===== src/sv/s2l_div.sv =====
// ----------------------------------------------------------------------------
// s2l_div: pipelined division by a constant
// Multiplies by a rounded-up reciprocal in three register stages.
// ----------------------------------------------------------------------------
module s2l_div #(
	parameter int NW = 48,
	parameter int QN = 31,
	parameter int DIVISOR = 10000
) (
	input  logic          clk,
	input  logic          en,
	input  logic [NW-1:0] num,
	output logic [QN-1:0] quo
);
	// With S = NW + clog2(DIVISOR) and M = ceil(2^S / DIVISOR), the excess of
	// M * DIVISOR over 2^S stays below 2^(S-NW), so (num * M) >> S is the
	// exact quotient for every numerator below 2^NW.
	localparam int DW = $clog2(DIVISOR);
	localparam int S = NW + DW;
	localparam int MW = NW + 1;
	localparam int PW = NW + MW;
	localparam int NL = NW / 2;
	localparam int NH = NW - NL;
	localparam int ML = MW / 2;
	localparam int MH = MW - ML;
	localparam logic [127:0] M_FULL =
		((128'd1 << S) + 128'(DIVISOR) - 128'd1) / 128'(DIVISOR);
	localparam logic [MW-1:0] M = M_FULL[MW-1:0];
	localparam logic [ML-1:0] M_LO = M[ML-1:0];
	localparam logic [MH-1:0] M_HI = M[MW-1:ML];

	logic [NL+ML-1:0] pp_ll_s1;
	logic [NL+MH-1:0] pp_lh_s1;
	logic [NH+ML-1:0] pp_hl_s1;
	logic [NH+MH-1:0] pp_hh_s1;
	logic [PW-1:0]    ends_s2;
	logic [PW-1:0]    mid_s2;
	logic [PW-1:0]    prod;
	logic [QN-1:0]    quo_s3;

	// Four partial products of half width.
	always_ff @(posedge clk) begin
		if (en) begin
			pp_ll_s1 <= (NL+ML)'(num[NL-1:0]) * (NL+ML)'(M_LO);
			pp_lh_s1 <= (NL+MH)'(num[NL-1:0]) * (NL+MH)'(M_HI);
			pp_hl_s1 <= (NH+ML)'(num[NW-1:NL]) * (NH+ML)'(M_LO);
			pp_hh_s1 <= (NH+MH)'(num[NW-1:NL]) * (NH+MH)'(M_HI);
		end
	end

	// The outer products do not overlap, so they only need concatenation.
	always_ff @(posedge clk) begin
		if (en) begin
			ends_s2 <= {pp_hh_s1, pp_ll_s1};
			mid_s2 <= (PW'(pp_lh_s1) << ML) + (PW'(pp_hl_s1) << NL);
		end
	end

	assign prod = ends_s2 + mid_s2;

	always_ff @(posedge clk) begin
		if (en) begin
			quo_s3 <= prod[S +: QN];
		end
	end

	assign quo = quo_s3;
endmodule


===== config.mk =====
export PLATFORM = sky130hd
export DESIGN_NAME = s2l_div
export DESIGN_NICKNAME = d
export VERILOG_FILES = /design/src/sv/s2l_div.sv
export SDC_FILE = /design/constraint.sdc
export NUM_CORES = 2
export LEC_CHECK = 0
export BUFFER_PORTS_ARGS = -buffer_cell sky130_fd_sc_hd__buf_4
export CAP_MARGIN = 20
export CELL_PAD_IN_SITES_DETAIL_PLACEMENT = 0
export CELL_PAD_IN_SITES_GLOBAL_PLACEMENT = 1
export CORE_ASPECT_RATIO = 1.25
export CORE_MARGIN = 5
export CORE_UTILIZATION = 29
export CTS_CLUSTER_SIZE = 14
export DETAILED_ROUTE_END_ITERATION = 16
export GPL_TIMING_DRIVEN = 0
export PLACE_DENSITY = 0.53
export SETUP_SLACK_MARGIN = 0.1
export SYNTH_ARGS = -nofsm -noshare
export SYNTH_HDL_FRONTEND = slang
export SYNTH_SLANG_ARGS = --single-unit

===== constraint.sdc =====
create_clock -name clk -period 14.1 [get_ports clk]
set_input_delay 2.115 -clock clk [delete_from_list [all_inputs] [get_ports clk]]
set_output_delay 2.115 -clock clk [all_outputs]
set_load 0.05 [all_outputs]

==> summary.md <==
| Metric | Value |
|---|---|
| Status | `finished clean` |
| Die Height | `slightly below 500 microns` |
| Main flop type after synthesis | `edfxtp_1` |
| Most common cell in the netlist | `inv_1` |
| Post-Layout Cell Count | `7379` |
| Syn avg cell area | `between 10 and 15 sq um` |
| Initial antenna violation count | `4` |
| Post-synth top cells | `inv_1 (1302), ha_1 (955), fa_1 (828), edfxtp_1 (310), a21oi_1 (204)` |
| Synth Net Count | `~6700` |
| Cells after Synth | `4861` |
| First-pass GRT wire length | `between 200000 and 250000 microns` |
| CTS Hold Bufs | `0` |
| Seq cells post-synth | `310` |
| DP HPWL | `about 130000 microns` |
| Synth top area share | `a little under a third` |
| Worst hold margin | `0.4104 ns` |
| CTS tree | `built` |
| HP Class | `reg2reg` |
| Post-synth EDFFs | `310` |
| Area leader, netlist | `fa_1` |
| Fillers | `roughly 18000` |
| Placed Cells | `7305` |
| Die area | `about 190000 sq um` |
| # DRC | `0` |
| Yosys warns | `0` |
| Total CTS buffers | `39` |
| CTS Sinks | `310` |
| Vias in the first global route | `~37000` |
| Cell row count | `173` |
| RSZ-0062 raised after global routing | `no` |
| Final Hold Vio Count | `0` |
| FMAX | `between 100 and 150 MHz` |
| Synth top area cells | `fa_1 (32%), ha_1 (23%), edfxtp_1 (18%), inv_1 (9.4%), xnor2_1 (2.6%)` |
| DP Worst Slack | `~4.4 ns` |
| Routed vias | `33410` |
| Die Wd | `just under 400 microns` |
| Layout cell share with drive strength beyond 1 | `3.510%` |
| Largest net degree at the start of global routing | `around 120` |
| Skew final | `~0.026 ns` |
| WS Path Type | `in2reg` |
| Worst EP required | `approximately 14 ns` |
| Routed Wire Length | `between 150000 and 200000 microns` |
| Core area | `roughly 180000 sq um` |
| Final Cycle Share | `between 60% and 70%` |
| Final Net Count | `about 7000` |
| Max-slew violations | `0` |
| Slew margin rel. | `between 20% and 30%` |
| Routed len/inst | `between 20 and 25 microns` |
| P&R area growth vs syn | `9.323%` |
| WP data arrival | `between 9 and 10 ns` |
| First-pass detailed-route iteration total | `5` |
| Starting DRC count in detailed routing | `1377` |
| CP endpoint kind | `register` |
| Max-cap violations | `0` |
| PnR worst setup slack | `5.069 ns` |
| Worst Max-Slew Pin Slew | `around 1.2 ns` |
| H-Tree Depth | `2` |
| Post-route ant nets | `0` |
| Netlist cell types | `slightly below 80` |
| RD Place Congestion | `~0.9` |
| Register area share after synthesis | `between 10% and 20%` |
| PostCTS Resize Cnt | `0` |
| Post-CTS setup buffer count | `0` |
| Ys async rst share | `0%` |
| Total GRT Usage | `about 16%` |
| Routed vias/inst | `4.528` |
| Synth Cell Area | `roughly 52000 sq um` |
| Setup-failing EPs final | `0` |
| Clk Latency, worst-skew pair | `between 0.5 and 0.6 ns` |
| CP startpoint kind | `input port` |
| Crit path time final | `~9 ns` |
| Initial Util | `29.18%` |
| CTS max path bufs | `3` |
| Congestion Overflow GR | `0` |
| Clk pin slew, worst setup/hold paths | `approximately 0.070 ns` |
| Fin Setup TNS | `0 ns` |
| Worst-path fanout max | `16` |
| Clock root buffer | `clkbuf_16` |
| Port bufs | `80` |
| Num ports | `81` |
[layer usage]
metal | track usage (%) | wire, microns | vias to the layer above
met2 | 30.19 | 78810 | 464
met3 | 1.489 | 3609 | 186
met1 | 18.94 | 59980 | 16782
met4 | 7.800 | 9058 | 0
li1 | - | - | 15978
met5 | 0 | 0 | -
[per-stage QoR]
| stage | utilization (%) | cell area [sq um] |
|---|---|---|
| floorplan | - | 51970 |
| global placement | 31.17 | 55530 |
| detailed placement | 31.21 | 55590 |
| CTS | 31.89 | 56810 |
| global route | 31.90 | 56820 |
| finish | 31.90 | 56820 |
[cells in the final DEF (no fill, tap or decap), types with 26 or more instances in the layout]
master / Yosys / final
ha_1: 955 / 955
o21a_1: 27 / 27
and3_1: 30 / 30
o21ai_0: 100 / 100
nand3_1: 53 / 53
nor2b_1: 27 / 27
nand2b_1: 32 / 32
nor2_1: 130 / 130
xor2_1: 73 / 73
xnor2_1: 153 / 153
a211oi_1: 26 / 26
inv_1: 1302 / 1302
a21oi_1: 204 / 204
o21bai_1: 38 / 38
nand2_1: 116 / 116
nand4_1: 43 / 43
a21o_1: 156 / 156
clkbuf_1: 39 / 47
edfxtp_1: 310 / 310
clkbuf_16: 0 / 39
buf_4: 0 / 79
fa_1: 828 / 828
[critical path: stages]
cell and delay, ns:
buf_4 0.29, ha_1 0.68, inv_1 0.20, fa_1 0.60, fa_1 0.54, inv_1 0.05, fa_1 0.50, fa_1 0.44
fa_1 0.52, fa_1 0.44, ha_1 0.42, a21oi_1 0.57, o211ai_1 0.23, a31oi_1 0.36, o21ai_0 0.20, a311oi_2 0.50
a2bb2oi_2 0.24, a211oi_1 0.10, nor2b_1 0.14, xnor2_1 0.23
[flip-flops by register name, indices dropped and copies added, names as in the netlist]
name	count
ends_s2	68
pp_hh_s1	42
mid_s2	49
quo	31
pp_hl_s1	48
pp_ll_s1	26
pp_lh_s1	46
[cells by family after synthesis]
logic type	Yosys count	share of synthesized area [%]
AO/OA/AOI/OAI	697	8.842
flip-flops	310	17.91
XOR/XNOR	226	3.808
buffers and inverters	1345	9.730
adder cells (fa/ha/maj)	1783	54.88
multiplexers	3	0.05778
AND/OR/NAND/NOR	497	4.769
[area by class of cell]
type,count,area [sq um],share of cell area [%]
well taps,2362,2955,5.201
diodes,3,7.507,0.01321
inverters,1302,4887,8.601
clock inverters,24,214.0,0.3765
plain buffers,43,170.2,0.2995
multi-input cells,3206,37610,66.19
clock buffers,47,1006,1.770
repair buffers,82,663.1,1.167
flip-flops and latches,310,9309,16.38
[final timing paths]
| check | from | end | slack, ns | depth (start not counted) |
|---|---|---|---|---|
| worst max-delay path | num[0] | pp_lh_s1[47] | 5.07 | 20 |
| worst min-delay path | pp_hh_s1[32] | ends_s2[80] | 0.41 | 0 |
| worst max register to register | pp_hl_s1[1] | mid_s2[64] | 9.56 | 11 |
| worst min register to register | pp_hh_s1[32] | ends_s2[80] | 0.41 | 0 |
Power is not shown: default switching activity piles up to over one toggle a cycle in this logic, so the estimate is an artifact.
